<file path="src/hw/rtl/abi_argument_placer_assert.svh">
// Assertion macros for the argument placer.
// Users provide clk_i and rst_ni in scope; no other dependencies.
`ifndef ABI_ARGUMENT_PLACER_ASSERT_SVH
`define ABI_ARGUMENT_PLACER_ASSERT_SVH

// Same-cycle implication, disabled during reset.
`define ABAP_ASSERT(lbl, ante, cons, msg) \
  lbl: assert property (@(posedge clk_i) disable iff (!rst_ni) (ante) |-> (cons)) \
    else $error(msg);

// Next-cycle implication, disabled during reset.
`define ABAP_ASSERT_NEXT(lbl, ante, cons, msg) \
  lbl: assert property (@(posedge clk_i) disable iff (!rst_ni) (ante) |=> (cons)) \
    else $error(msg);

`endif

</file>
<file path="src/hw/rtl/abap_pkg.sv">
// Shared types and codes for the argument placer.
// No dependencies.
`timescale 1ns / 1ps

package abap_pkg;

  localparam logic [1:0] CMD_BEGIN  = 2'd0;
  localparam logic [1:0] CMD_PARAM  = 2'd1;
  localparam logic [1:0] CMD_RETURN = 2'd2;

  localparam logic [1:0] KIND_INT     = 2'd0;
  localparam logic [1:0] KIND_FLOAT   = 2'd1;
  localparam logic [1:0] KIND_MEM     = 2'd2;
  localparam logic [1:0] KIND_MEM_ALT = 2'd3;

  localparam logic [1:0] WHERE_INT      = 2'd0;
  localparam logic [1:0] WHERE_FLOAT    = 2'd1;
  localparam logic [1:0] WHERE_STACK    = 2'd2;
  localparam logic [1:0] WHERE_INDIRECT = 2'd3;

  // eightbyte class flag bits
  localparam int unsigned FL_F1 = 0;
  localparam int unsigned FL_F2 = 1;
  localparam int unsigned FL_I1 = 2;
  localparam int unsigned FL_I2 = 3;

  localparam int unsigned EIGHTBYTE      = 8;
  localparam int unsigned TWO_EIGHTBYTES = 16;

  typedef struct packed {
    logic [1:0] command;
    logic [1:0] member_kind;
    logic [7:0] member_size;
    logic [2:0] member_align_log2;
    logic       last_member;
  } req_t;

  typedef struct packed {
    logic [1:0]  first_where;
    logic [2:0]  first_index;
    logic        is_pair;
    logic        second_where;
    logic [2:0]  second_index;
    logic [15:0] stack_offset;
    logic        error;
  } rsp_t;

endpackage

</file>
<file path="src/hw/rtl/abap_if.sv">
// Request and result channel interfaces for the argument placer.
// Standalone; valid/ready handshake with flat payload fields.
`timescale 1ns / 1ps

interface abap_req_if;
  logic       valid;
  logic       ready;
  logic [1:0] command;
  logic [1:0] member_kind;
  logic [7:0] member_size;
  logic [2:0] member_align_log2;
  logic       last_member;

  modport source (output valid, command, member_kind, member_size, member_align_log2,
                  last_member, input ready);
  modport sink (input valid, command, member_kind, member_size, member_align_log2,
                last_member, output ready);
endinterface

interface abap_rsp_if;
  logic        valid;
  logic        ready;
  logic [1:0]  first_where;
  logic [2:0]  first_index;
  logic        is_pair;
  logic        second_where;
  logic [2:0]  second_index;
  logic [15:0] stack_offset;
  logic        error;

  modport source (output valid, first_where, first_index, is_pair, second_where,
                  second_index, stack_offset, error, input ready);
  modport sink (input valid, first_where, first_index, is_pair, second_where,
                second_index, stack_offset, error, output ready);
endinterface

</file>
<file path="src/hw/rtl/abi_argument_placer.sv">
// Top level of the SysV-style argument placer: input register, placement core, result register.
// Depends on abap_pkg, abap_if, abap_in_stage, abap_place_core, abap_out_stage.
//
//   channel  | dir | payload
//   ---------+-----+-----------------------------------------------------------
//   req_i    | in  | command, member_kind, member_size, member_align_log2, last
//   rsp_o    | out | first/second where+index, is_pair, stack_offset, error
//
// One request per cycle unless a held result stalls the input register; a result passes
// through the input register, the placement core and the result register before rsp_o.
// Latency is set by the input register and the result register around the core.
// Reset clears pools, stack top and the aggregate in progress.
// A held result stalls only requests that produce one; others keep flowing.
`timescale 1ns / 1ps

module abi_argument_placer #(
  parameter int unsigned INT_ARG_REGS        = 6,
  parameter int unsigned FLOAT_ARG_REGS      = 8,
  parameter int unsigned MAX_AGGREGATE_BYTES = 4096,
  parameter int unsigned STACK_OFFSET_BITS   = 16
) (
  input  logic        clk_i,
  input  logic        rst_ni,
  abap_req_if.sink    req_i,
  abap_rsp_if.source  rsp_o
);
  import abap_pkg::*;

  logic s1_valid;
  req_t s1_req;
  logic core_rsp_valid;
  rsp_t core_rsp;
  logic out_room;
  logic fire;

  assign fire = s1_valid && (!core_rsp_valid || out_room);

  abap_in_stage u_in (
    .clk_i   (clk_i),
    .rst_ni  (rst_ni),
    .req_i   (req_i),
    .take_i  (fire),
    .valid_o (s1_valid),
    .req_o   (s1_req)
  );

  abap_place_core #(
    .INT_ARG_REGS        (INT_ARG_REGS),
    .FLOAT_ARG_REGS      (FLOAT_ARG_REGS),
    .MAX_AGGREGATE_BYTES (MAX_AGGREGATE_BYTES),
    .STACK_OFFSET_BITS   (STACK_OFFSET_BITS)
  ) u_core (
    .clk_i       (clk_i),
    .rst_ni      (rst_ni),
    .fire_i      (fire),
    .req_i       (s1_req),
    .rsp_valid_o (core_rsp_valid),
    .rsp_o       (core_rsp)
  );

  abap_out_stage u_out (
    .clk_i  (clk_i),
    .rst_ni (rst_ni),
    .load_i (fire && core_rsp_valid),
    .rsp_i  (core_rsp),
    .room_o (out_room),
    .rsp_o  (rsp_o)
  );

endmodule

</file>
<file path="src/hw/rtl/abap_in_stage.sv">
// Input register stage: captures one request per cycle from the request channel while the held one is taken.
// Depends on abap_pkg and abap_req_if.
`timescale 1ns / 1ps

module abap_in_stage (
  input  logic            clk_i,
  input  logic            rst_ni,
  abap_req_if.sink        req_i,
  input  logic            take_i,
  output logic            valid_o,
  output abap_pkg::req_t  req_o
);
  import abap_pkg::*;

  logic valid_q;
  logic valid_d;
  req_t req_q;
  logic accept;

  assign req_i.ready = !valid_q || take_i;
  assign accept      = req_i.valid && req_i.ready;

  always_comb begin
    valid_d = valid_q;
    if (accept) begin
      valid_d = 1'b1;
    end else if (take_i) begin
      valid_d = 1'b0;
    end
  end

  always_ff @(posedge clk_i or negedge rst_ni) begin
    if (!rst_ni) begin
      valid_q <= 1'b0;
    end else begin
      valid_q <= valid_d;
    end
  end

  always_ff @(posedge clk_i) begin
    if (accept) begin
      req_q.command           <= req_i.command;
      req_q.member_kind       <= req_i.member_kind;
      req_q.member_size       <= req_i.member_size;
      req_q.member_align_log2 <= req_i.member_align_log2;
      req_q.last_member       <= req_i.last_member;
    end
  end

  assign valid_o = valid_q;
  assign req_o   = req_q;

endmodule

</file>
<file path="src/hw/rtl/abap_place_core.sv">
// Placement state and combinational placement logic for one member request.
// Depends on abap_pkg and the assertion macro header.
`timescale 1ns / 1ps
`include "abi_argument_placer_assert.svh"

module abap_place_core #(
  parameter int unsigned INT_ARG_REGS        = 6,
  parameter int unsigned FLOAT_ARG_REGS      = 8,
  parameter int unsigned MAX_AGGREGATE_BYTES = 4096,
  parameter int unsigned STACK_OFFSET_BITS   = 16
) (
  input  logic           clk_i,
  input  logic           rst_ni,
  input  logic           fire_i,
  input  abap_pkg::req_t req_i,
  output logic           rsp_valid_o,
  output abap_pkg::rsp_t rsp_o
);
  import abap_pkg::*;

  localparam int unsigned IW  = $clog2(INT_ARG_REGS + 1);
  localparam int unsigned FW  = $clog2(FLOAT_ARG_REGS + 1);
  localparam int unsigned AGW = $clog2(MAX_AGGREGATE_BYTES + 2);
  localparam int unsigned SW  = STACK_OFFSET_BITS + 1;
  localparam int unsigned CW0 = (SW > AGW) ? SW : AGW;
  localparam int unsigned CW  = ((CW0 > 16) ? CW0 : 16) + 2;

  logic [IW-1:0]  int_q,   int_d;
  logic [FW-1:0]  fp_q,    fp_d;
  logic [SW-1:0]  stack_q, stack_d;
  logic [AGW-1:0] aggb_q,  aggb_d;
  logic [2:0]     agal_q,  agal_d;
  logic [3:0]     flags_q, flags_d;
  logic           inside_q, inside_d;

  logic           is_mem, is_fp, single;
  logic [6:0]     m_mask, st_mask;
  logic [CW-1:0]  t_sum, st_size, st_start, st_end;
  logic [AGW-1:0] aggb_new;
  logic [2:0]     agal_new, st_alog;
  logic [3:0]     flags_new;
  logic           f1, f2, st_ovf;
  logic           int_ok, fp_ok;
  logic           a1f, a1i, a2f, a2i;
  logic [IW-1:0]  ni1, ni2;
  logic [FW-1:0]  nf1, nf2;
  logic [2:0]     i1, i2;
  logic           use_stk;
  rsp_t           rsp;

  assign is_mem = (req_i.member_kind == KIND_MEM) || (req_i.member_kind == KIND_MEM_ALT);
  assign is_fp  = (req_i.member_kind == KIND_FLOAT);
  assign single = req_i.last_member && !inside_q && ((req_i.command == CMD_RETURN) || !is_mem);

  // running aggregate layout
  assign m_mask = 7'((8'd1 << req_i.member_align_log2) - 8'd1);
  assign t_sum  = ((CW'(aggb_q) + CW'(m_mask)) & ~CW'(m_mask)) + CW'(req_i.member_size);
  assign aggb_new = (t_sum > CW'(MAX_AGGREGATE_BYTES)) ? AGW'(MAX_AGGREGATE_BYTES + 1)
                                                      : t_sum[AGW-1:0];
  assign agal_new = (req_i.member_align_log2 > agal_q) ? req_i.member_align_log2 : agal_q;

  always_comb begin
    flags_new = flags_q;
    if (t_sum <= CW'(EIGHTBYTE)) begin
      if (is_fp) begin
        flags_new[FL_F1] = 1'b1;
      end else begin
        flags_new[FL_I1] = 1'b1;
      end
    end else if (t_sum <= CW'(TWO_EIGHTBYTES)) begin
      if (is_fp) begin
        flags_new[FL_F2] = 1'b1;
      end else begin
        flags_new[FL_I2] = 1'b1;
      end
    end
  end

  assign f1 = flags_new[FL_F1] && !flags_new[FL_I1];
  assign f2 = flags_new[FL_F2] && !flags_new[FL_I2];

  // stack slot
  assign st_size  = single ? CW'(req_i.member_size) : CW'(aggb_new);
  assign st_alog  = single ? req_i.member_align_log2 : agal_new;
  assign st_mask  = 7'((8'd1 << st_alog) - 8'd1);
  assign st_start = (CW'(stack_q) + CW'(st_mask)) & ~CW'(st_mask);
  assign st_end   = st_start + st_size;
  assign st_ovf   = st_end > (CW'(1) << STACK_OFFSET_BITS);

  // register pools for a small aggregate
  assign int_ok = int_q < IW'(INT_ARG_REGS);
  assign fp_ok  = fp_q < FW'(FLOAT_ARG_REGS);
  assign a1f    = f1 && fp_ok;
  assign a1i    = !a1f && int_ok;
  assign ni1    = int_q + IW'(a1i);
  assign nf1    = fp_q + FW'(a1f);
  assign i1     = a1f ? 3'(fp_q) : 3'(int_q);
  assign a2f    = f2 && (nf1 < FW'(FLOAT_ARG_REGS));
  assign a2i    = !a2f && (ni1 < IW'(INT_ARG_REGS));
  assign ni2    = ni1 + IW'(a2i);
  assign nf2    = nf1 + FW'(a2f);
  assign i2     = a2f ? 3'(nf1) : 3'(ni1);

  always_comb begin
    rsp      = '0;
    use_stk  = 1'b0;
    int_d    = int_q;
    fp_d     = fp_q;
    stack_d  = stack_q;
    aggb_d   = aggb_q;
    agal_d   = agal_q;
    flags_d  = flags_q;
    inside_d = inside_q;
    unique case (req_i.command) inside
      CMD_BEGIN: begin
        int_d    = '0;
        fp_d     = '0;
        stack_d  = '0;
        aggb_d   = '0;
        agal_d   = '0;
        flags_d  = '0;
        inside_d = 1'b0;
      end
      CMD_PARAM, CMD_RETURN: begin
        aggb_d   = aggb_new;
        agal_d   = agal_new;
        flags_d  = flags_new;
        inside_d = 1'b1;
        if (req_i.last_member) begin
          aggb_d   = '0;
          agal_d   = '0;
          flags_d  = '0;
          inside_d = 1'b0;
          if (req_i.command == CMD_PARAM) begin
            if (single && !is_fp) begin
              if (int_ok) begin
                rsp.first_where = WHERE_INT;
                rsp.first_index = 3'(int_q);
                int_d           = int_q + IW'(1);
              end else begin
                use_stk = 1'b1;
              end
            end else if (single) begin
              if (fp_ok) begin
                rsp.first_where = WHERE_FLOAT;
                rsp.first_index = 3'(fp_q);
                fp_d            = fp_q + FW'(1);
              end else begin
                use_stk = 1'b1;
              end
            end else if (aggb_new > AGW'(MAX_AGGREGATE_BYTES)) begin
              rsp.first_where = WHERE_STACK;
              rsp.error       = 1'b1;
            end else if (aggb_new > AGW'(TWO_EIGHTBYTES)) begin
              use_stk = 1'b1;
            end else if (!(a1f || a1i)) begin
              use_stk = 1'b1;
            end else if (aggb_new <= AGW'(EIGHTBYTE)) begin
              rsp.first_where = a1f ? WHERE_FLOAT : WHERE_INT;
              rsp.first_index = i1;
              int_d           = ni1;
              fp_d            = nf1;
            end else if (!(a2f || a2i)) begin
              use_stk = 1'b1;
            end else begin
              rsp.first_where  = a1f ? WHERE_FLOAT : WHERE_INT;
              rsp.first_index  = i1;
              rsp.is_pair      = 1'b1;
              rsp.second_where = a2f;
              rsp.second_index = i2;
              int_d            = ni2;
              fp_d             = nf2;
            end
          end else begin
            if (single) begin
              rsp.first_where = is_fp ? WHERE_FLOAT : WHERE_INT;
              rsp.error       = is_mem;
            end else if (aggb_new <= AGW'(EIGHTBYTE)) begin
              rsp.first_where = f1 ? WHERE_FLOAT : WHERE_INT;
            end else if (aggb_new <= AGW'(TWO_EIGHTBYTES)) begin
              rsp.first_where  = f1 ? WHERE_FLOAT : WHERE_INT;
              rsp.is_pair      = 1'b1;
              rsp.second_where = f2;
              rsp.second_index = (f2 == f1) ? 3'd1 : 3'd0;
            end else if (int_ok) begin
              rsp.first_where = WHERE_INDIRECT;
              rsp.first_index = 3'(int_q);
              int_d           = int_q + IW'(1);
            end else begin
              rsp.first_where = WHERE_INDIRECT;
              rsp.error       = 1'b1;
            end
          end
        end
      end
      default: ;
    endcase
    if (use_stk) begin
      rsp.first_where  = WHERE_STACK;
      rsp.error        = st_ovf;
      rsp.stack_offset = st_ovf ? 16'd0 : st_start[15:0];
      if (!st_ovf) begin
        stack_d = st_end[SW-1:0];
      end
    end
  end

  always_ff @(posedge clk_i or negedge rst_ni) begin
    if (!rst_ni) begin
      int_q    <= '0;
      fp_q     <= '0;
      stack_q  <= '0;
      aggb_q   <= '0;
      agal_q   <= '0;
      flags_q  <= '0;
      inside_q <= 1'b0;
    end else if (fire_i) begin
      int_q    <= int_d;
      fp_q     <= fp_d;
      stack_q  <= stack_d;
      aggb_q   <= aggb_d;
      agal_q   <= agal_d;
      flags_q  <= flags_d;
      inside_q <= inside_d;
    end
  end

  assign rsp_valid_o = req_i.last_member &&
                       ((req_i.command == CMD_PARAM) || (req_i.command == CMD_RETURN));
  assign rsp_o = rsp;

  `ABAP_ASSERT(a_int_pool_bound, 1'b1, int_q <= IW'(INT_ARG_REGS), "int pool overrun")
  `ABAP_ASSERT(a_fp_pool_bound, 1'b1, fp_q <= FW'(FLOAT_ARG_REGS), "float pool overrun")
  `ABAP_ASSERT_NEXT(a_begin_clears, fire_i && (req_i.command == CMD_BEGIN),
    (int_q == '0) && (fp_q == '0) && (stack_q == '0) && !inside_q, "begin did not clear")
  `ABAP_ASSERT(a_pair_in_regs, rsp_valid_o && rsp_o.is_pair,
    (rsp_o.first_where == WHERE_INT) || (rsp_o.first_where == WHERE_FLOAT), "pair not in regs")
  `ABAP_ASSERT(a_stack_err_zero, rsp_valid_o && rsp_o.error && (rsp_o.first_where == WHERE_STACK),
    rsp_o.stack_offset == 16'd0, "stack error with offset")

endmodule

</file>
<file path="src/hw/rtl/abap_out_stage.sv">
// Result register stage driving the result channel.
// Depends on abap_pkg and abap_rsp_if.
`timescale 1ns / 1ps

module abap_out_stage (
  input  logic            clk_i,
  input  logic            rst_ni,
  input  logic            load_i,
  input  abap_pkg::rsp_t  rsp_i,
  output logic            room_o,
  abap_rsp_if.source      rsp_o
);
  import abap_pkg::*;

  logic valid_q;
  logic valid_d;
  rsp_t rsp_q;

  assign room_o = !valid_q || rsp_o.ready;

  always_comb begin
    valid_d = valid_q;
    if (load_i) begin
      valid_d = 1'b1;
    end else if (rsp_o.ready) begin
      valid_d = 1'b0;
    end
  end

  always_ff @(posedge clk_i or negedge rst_ni) begin
    if (!rst_ni) begin
      valid_q <= 1'b0;
    end else begin
      valid_q <= valid_d;
    end
  end

  always_ff @(posedge clk_i) begin
    if (load_i) begin
      rsp_q <= rsp_i;
    end
  end

  assign rsp_o.valid        = valid_q;
  assign rsp_o.first_where  = rsp_q.first_where;
  assign rsp_o.first_index  = rsp_q.first_index;
  assign rsp_o.is_pair      = rsp_q.is_pair;
  assign rsp_o.second_where = rsp_q.second_where;
  assign rsp_o.second_index = rsp_q.second_index;
  assign rsp_o.stack_offset = rsp_q.stack_offset;
  assign rsp_o.error        = rsp_q.error;

endmodule
</file>
<file path="src/flat_wrapper.sv">
// flat-port wrapper written by rule: the top's interface ports become plain ports
module abi_argument_placer_flat import abap_pkg::*;
#(
  parameter int unsigned INT_ARG_REGS        = 6,
  parameter int unsigned FLOAT_ARG_REGS      = 8,
  parameter int unsigned MAX_AGGREGATE_BYTES = 4096,
  parameter int unsigned STACK_OFFSET_BITS   = 16
)
  (clk_i, rst_ni, req_i_valid, req_i_command, req_i_member_kind, req_i_member_size, req_i_member_align_log2, req_i_last_member, req_i_ready, rsp_o_valid, rsp_o_first_where, rsp_o_first_index, rsp_o_is_pair, rsp_o_second_where, rsp_o_second_index, rsp_o_stack_offset, rsp_o_error, rsp_o_ready);
  abap_req_if req_i_i ();
  abap_rsp_if rsp_o_i ();
  input  logic clk_i;
  input  logic rst_ni;
  input wire logic [$bits(req_i_i.valid)-1:0] req_i_valid;
  input wire logic [$bits(req_i_i.command)-1:0] req_i_command;
  input wire logic [$bits(req_i_i.member_kind)-1:0] req_i_member_kind;
  input wire logic [$bits(req_i_i.member_size)-1:0] req_i_member_size;
  input wire logic [$bits(req_i_i.member_align_log2)-1:0] req_i_member_align_log2;
  input wire logic [$bits(req_i_i.last_member)-1:0] req_i_last_member;
  output wire logic [$bits(req_i_i.ready)-1:0] req_i_ready;
  output wire logic [$bits(rsp_o_i.valid)-1:0] rsp_o_valid;
  output wire logic [$bits(rsp_o_i.first_where)-1:0] rsp_o_first_where;
  output wire logic [$bits(rsp_o_i.first_index)-1:0] rsp_o_first_index;
  output wire logic [$bits(rsp_o_i.is_pair)-1:0] rsp_o_is_pair;
  output wire logic [$bits(rsp_o_i.second_where)-1:0] rsp_o_second_where;
  output wire logic [$bits(rsp_o_i.second_index)-1:0] rsp_o_second_index;
  output wire logic [$bits(rsp_o_i.stack_offset)-1:0] rsp_o_stack_offset;
  output wire logic [$bits(rsp_o_i.error)-1:0] rsp_o_error;
  input wire logic [$bits(rsp_o_i.ready)-1:0] rsp_o_ready;
  assign req_i_i.valid = req_i_valid;
  assign req_i_i.command = req_i_command;
  assign req_i_i.member_kind = req_i_member_kind;
  assign req_i_i.member_size = req_i_member_size;
  assign req_i_i.member_align_log2 = req_i_member_align_log2;
  assign req_i_i.last_member = req_i_last_member;
  assign req_i_ready = req_i_i.ready;
  assign rsp_o_valid = rsp_o_i.valid;
  assign rsp_o_first_where = rsp_o_i.first_where;
  assign rsp_o_first_index = rsp_o_i.first_index;
  assign rsp_o_is_pair = rsp_o_i.is_pair;
  assign rsp_o_second_where = rsp_o_i.second_where;
  assign rsp_o_second_index = rsp_o_i.second_index;
  assign rsp_o_stack_offset = rsp_o_i.stack_offset;
  assign rsp_o_error = rsp_o_i.error;
  assign rsp_o_i.ready = rsp_o_ready;
  abi_argument_placer #(.INT_ARG_REGS(INT_ARG_REGS), .FLOAT_ARG_REGS(FLOAT_ARG_REGS), .MAX_AGGREGATE_BYTES(MAX_AGGREGATE_BYTES), .STACK_OFFSET_BITS(STACK_OFFSET_BITS)) u_core (.clk_i(clk_i), .rst_ni(rst_ni), .req_i(req_i_i), .rsp_o(rsp_o_i));
endmodule
</file>
<file path="config.mk">
export PLATFORM = sky130hd
export DESIGN_NAME = abi_argument_placer_flat
export DESIGN_NICKNAME = d
export VERILOG_FILES = /design/src/hw/rtl/abap_pkg.sv /design/src/hw/rtl/abap_if.sv /design/src/hw/rtl/abi_argument_placer.sv /design/src/hw/rtl/abap_in_stage.sv /design/src/hw/rtl/abap_place_core.sv /design/src/hw/rtl/abap_out_stage.sv /design/src/flat_wrapper.sv
export VERILOG_INCLUDE_DIRS = /design/src /design/src/hw/rtl
export SDC_FILE = /design/constraint.sdc
export NUM_CORES = 1
export LEC_CHECK = 0
export BUFFER_PORTS_ARGS = -buffer_cell sky130_fd_sc_hd__buf_2
export CAP_MARGIN = 5
export CORE_MARGIN = 4
export CORE_UTILIZATION = 65
export DETAILED_ROUTE_END_ITERATION = 6
export PLACE_DENSITY = 0.85
export SLEW_MARGIN = 30
export SYNTH_ARGS = -nofsm -noshare
export SYNTH_HDL_FRONTEND = slang
export SYNTH_HIERARCHICAL = 1
export SYNTH_SLANG_ARGS = --single-unit
</file>
<file path="constraint.sdc">
create_clock -name clk_i -period 24.9 [get_ports clk_i]
set_clock_uncertainty 0.15 [all_clocks]
set_input_delay 4.98 -clock clk_i [delete_from_list [all_inputs] [get_ports clk_i]]
set_output_delay 4.98 -clock clk_i [all_outputs]
set_load 0.02 [all_outputs]
</file>
# Word-level counts from Yosys, hierarchy flattened
# Index checks and enable logic that the tools add are counted.
[classes]
add_sub_neg = 12
magnitude_cmp = 13
n_eq_ne = 22
shifts = 2
n_mux = 108
bitwise_logic = 7
n_reduce_logical = 42
[ops]
columns = ["operator", "n"]
rows = [
  ["two-way mux 10 bit", 7],
  ["two-way mux 3 bit", 21],
  ["two-way mux 17 bit", 3],
  ["two-way mux 4 bit", 12],
  ["two-way mux 1 bit", 41],
  ["two-way mux 13 bit", 3],
  ["NOT 7 -> 19 bit", 2],
  ["two-way mux 5 bit", 7],
  ["case mux 13 bit (2 select lines)", 1],
  ["two-way mux 8 bit", 3],
  ["inequality test 3 bit, second input constant", 8],
  ["adder 19 x 13 -> 19 bit", 1],
  ["adder 19 x 8 -> 19 bit", 1],
  ["bitwise AND 14 x 19 -> 19 bit", 1],
  ["bitwise AND 18 x 19 -> 19 bit", 1],
  ["greater-than comparator 19 x 13 -> 1 bit, second input constant", 1],
  ["greater-than comparator 19 x 17 -> 1 bit, second input constant", 1],
  ["<= comparator 19 x 4 -> 1 bit, second input constant", 1],
  ["<= comparator 19 x 5 -> 1 bit, second input constant", 1],
  ["adder 17 x 7 -> 18 bit", 1],
  ["inequality test 4 bit, second input constant", 4],
  ["case mux 4 bit (2 select lines)", 2],
  ["adder 13 x 7 -> 14 bit", 1],
  ["<< shifter 1 x 3 -> 7 bit, first input constant", 2],
  ["33 further kinds", 80],
]
[word_totals]
register_bits = 90
in_bits = 20

# Logic depth before layout (Yosys ltp)
[depth]
depth_word = 28
mapped_depth = 38
depth_no_buf = 36

# Modules after synthesis
# Netlist, hierarchy kept.
[modules_own_cells]
columns = ["module", "instances", "cells_per_inst", "area_per_inst_um2", "seq_area_each_um2"]
rows = [
  ["abap_place_core", 1, 796, 6189.7, 1126.1],
  ["abap_out_stage", 1, 30, 858.3, 835.8],
  ["abap_in_stage", 1, 20, 534.3, 505.5],
  ["abi_argument_placer", 1, 3, 18.8, 0.0],
]

# Least setup slack after synthesis
# Ideal clock, no wire load.
[synth_path]
path_kind = "input to output"
from = "in rsp_o_ready"
to = "out req_i_ready"
arrival_time_ns = 5.755
t_required_ns = 19.770
slack_ns = 14.015
path_stages = 4
path_buffers = 0
cell_sequence = "nand2b_4 inv_1 a21boi_1 nand2b_4"
[synth_between]
elab_chain_len = 4
[synth_rtl]
columns = ["item", "line", "rtl"]
rows = [
  ["start: declaration", "flat_wrapper.sv:29", "input wire logic [$bits(rsp_o_i.ready)-1:0] rsp_o_ready;"],
  ["logical OR 1 bit", "abap_out_stage.sv:19", "assign room_o = !valid_q || rsp_o.ready;"],
  ["logical OR 1 bit", "abi_argument_placer.sv:36", "assign fire = s1_valid && (!core_rsp_valid || out_room);"],
  ["logical AND 1 bit", "abi_argument_placer.sv:36", ""],
  ["named net u_core.fire", "abi_argument_placer.sv:34", "logic fire;"],
  ["logical OR 1 bit", "abap_in_stage.sv:20", "assign req_i.ready = !valid_q || take_i;"],
  ["end: declaration", "flat_wrapper.sv:20", "output wire logic [$bits(req_i_i.ready)-1:0] req_i_ready;"],
]
# The timed path passes the listed nets, and every way through them passes these cells.

# Final worst setup path
[layout_path]
from = "in rsp_o_ready"
to = "out req_i_ready"
[layout_between]
elab_chain_len = 4
[layout_rtl]
columns = ["item", "line", "rtl"]
rows = [
  ["logical OR 1 bit", "abap_out_stage.sv:19", ""],
  ["named net u_core.out_room", "abi_argument_placer.sv:33", "logic out_room;"],
  ["logical OR 1 bit", "abi_argument_placer.sv:36", ""],
  ["logical AND 1 bit", "abi_argument_placer.sv:36", ""],
  ["named net u_core.fire", "abi_argument_placer.sv:34", ""],
  ["logical OR 1 bit", "abap_in_stage.sv:20", ""],
]
# The timed path passes the listed nets, and every way through them passes these cells.

==> results.md <==
- Status: finished, final reports clean
- RSZ-0062 raised after global routing: no
- Final Hold Viols: 0
- Post-synth EDFFs: 43
- Initial DRC count: 796
- Vias: 6999
- Routed WL per cell: 19.50 um
- First-pass GRT wire length: 32390 um
- CP arrival: 6.12 ns
- Leading cell type in the layout, fill and taps excluded: nand2_1
- CTS tree: done
- DRC Markers: 0
- Synth area leaders: edfxtp_1, dfrtp_1, ha_1
- Worst vdd ir: 0.00007431 V
- Total gr overflow: 0
- First-pass iteration count of the detailed router: 6
- Unique masters post-synth: 96
- Post-CTS Setup Inserts: 0
- Top Ports: 49
- Initial antenna violation count: 0
- Port bufs: 48
- Setup TNS: 0 ns
- # diodes: 0
- Layout area overhead: 7.490%
- Tightest Pin Transition: 0.9608 ns
- Post-Synthesis Cells: 849
- Synthesized area: 0.007601 mm^2
- Core area: 0.01142 mm^2
- Post-synth top area cell: edfxtp_1
- Largest net degree at the start of global routing: 48
- Syn nets: 926
- Share of the clock period used by the worst path: 45.18%
- Leak: 3.529 nW
- Skew-Pair Late Insertion Delay: 0.36 ns
- Fmax: 0.08888 GHz
- Slew Viols, Final: 0
- Clock buffer depth: 2
- Syn Area/Cell: 8.953 um^2
- H-tree levels: 3
- Starting density of the core: 66.57%
- Worst endpoint required time: 19.77 ns
- Gp weighted congestion: 1.000
- Final wirelength: 20120 um
- Dpl cell area: 0.007879 mm^2
- CTS resizes: 0
- Die height: 116.1 um
- All-Layer GR Usage: 30.40%
- Rows: 39
- Final setup fails: 0
- DR vias/cell: 6.782
- Die area: 0.01349 mm^2
- Antenna-violating nets left: 0
- Layout cell share with drive strength beyond 1: 12.37%
- Die X: 116.1 um
- Pwr Density: 95.68 mW/mm^2
- Post-synthesis sequential area ratio: 32.46%
- Total CTS buffers: 9
- Async SR Flop Fraction: 52.22%
- #FFs+latches synth: 90
- Yosys warnings: 6
- Crit. End Element: primary output
- Worst min path class: flip-flop to flip-flop
- WS Path Type: primary input to primary output
- Post-route cell area: 0.008170 mm^2
- DP Wirelength: 15030 um
- Max_cap viols: 0
- Startpoint Class: primary input
- Clk slew on worst S/H paths: 0.07 ns
- Clock sinks: 90
- Most frequent cells in the layout: nand2_1, nor2_1, ha_1, a21oi_1, o21ai_0
- Final min period: 11.25 ns
- Crit Path Max Fanout: 6
- Primary FF master, synth: dfrtp_1
- Post-CTS Hold Buffers: 0
- Post-synth top area share: 16.99%
- Fin nets: 961
- Root Buffer: clkbuf_16
- Vias in the first global route: 6604
- Max-slew headroom: 35.76%
==> worst max-delay path, cell delays in order <==
cell and delay [ns]:
buf_2 0.08, nand2b_4 0.12, inv_1 0.04, a21boi_1 0.48
nand2b_4 0.25, buf_2 0.16
==> cells by family (layout without fill, tap and decap cells) <==
family | count (synthesis) | in the layout | share of synthesized area [%]
DFF | 90 | 90 | 32.46
xor gates and xnor gates | 51 | 51 | 5.877
buffers and inverters | 68 | 108 | 4.082
AOI/OAI and AO/OA | 237 | 237 | 22.39
and+or+nand+nor | 315 | 315 | 20.99
muxes | 31 | 31 | 4.428
adders and majority gates | 57 | 57 | 9.778
==> layout make-up <==
class	instances	area (um^2)
Clock buffer	9	225.2
Clock inverter	7	61.31
Fill cell	852	3248
Inverter	43	161.4
Multi-Input combinational cell	691	4828
Sequential cell	90	2467
Tap cell	143	178.9
Timing Repair Buffer	49	247.7
==> metrics by stage <==
stage,utilization [%],power [W],hold WS (ns),setup slack [ns],cells
after global routing,71.55,0.0008285,0.3911,13.50,1032
after global placement,69.00,0.0006032,0.3208,13.76,1016
final,71.55,0.0007817,0.3462,13.65,1032
after floorplan,-,0.0005284,0.3027,14.01,849
after CTS,71.51,0.0007673,0.3506,13.64,1032
after detailed placement,69.00,0.0006302,0.3344,13.65,1016
==> Yosys cell counts, drive strengths merged (3+ instances only) <==
cell type  count
o31ai          4
inv           43
a221oi         3
a21o          13
xnor2         33
a2111oi        4
nor3b          6
a31oi         11
nand3b         4
o211a          3
edfxtp        43
nand2b        20
nand2         87
a41oi          3
or2            6
nand3         21
and4           3
a21oi         50
dfrtp         47
nor2b          5
or4            3
nand4         12
o22ai          7
or3            5
nor4           5
o31a           3
nor3          26
o21bai         4
buf           14
a32o           5
and3           6
o21a           6
mux2i         23
and2          26
a211oi        12
clkbuf        11
a22o          12
o211ai        11
fa             4
o21ai         57
mux2           8
nor2          74
ha            53
xor2          18
==> per-layer routing <==
layer  up-vias  global-route usage (%)  wire, um
li1       3219                       -         -
met4         0                   13.69       797
met1      3295                   38.67      8083
met3        76                   6.425      1868
met2       409                   50.06      9373
met5         -                       0         0
==> registers in the layout, indices dropped and copies added, names as in the netlist, 4 cells and up <==
signal and cells:
u_core/u_core/stack_q 17, u_core/u_out/rsp_o.stack_offset 16, u_core/u_core/fp_q 4, u_core/u_core/flags_q 4, u_core/u_in/req_o 16, u_core/u_core/aggb_q 13
==> final timing paths <==
check                                                    from                                     to  slack [ns]  depth (start not counted)
min reg2reg                u_core/u_core/inside_q$_DFFE_PN0P_     u_core/u_core/inside_q$_DFFE_PN0P_        0.35                          2
min                        u_core/u_core/inside_q$_DFFE_PN0P_     u_core/u_core/inside_q$_DFFE_PN0P_        0.35                          2
max                                               rsp_o_ready                            req_i_ready       13.65                          6
max reg2reg                    u_core/u_in/req_o[1]$_DFFE_PP_   u_core/u_core/stack_q[4]$_DFFE_PN0P_       14.12                         34
min in group asynchronous                              rst_ni     u_core/u_core/int_q[2]$_DFFE_PN0P_        4.58                          2
max in group asynchronous                              rst_ni  u_core/u_core/stack_q[10]$_DFFE_PN0P_       19.58                          2
==> report_power, final <==
group          internal [W]  switching [W]  leakage, nW
clock network     0.0000698      0.0000651        0.140
logic              0.000168       0.000281         2.34
registers          0.000176      0.0000226         1.05
total              0.000413       0.000368         3.53
Power figures use the tool's default switching activity.
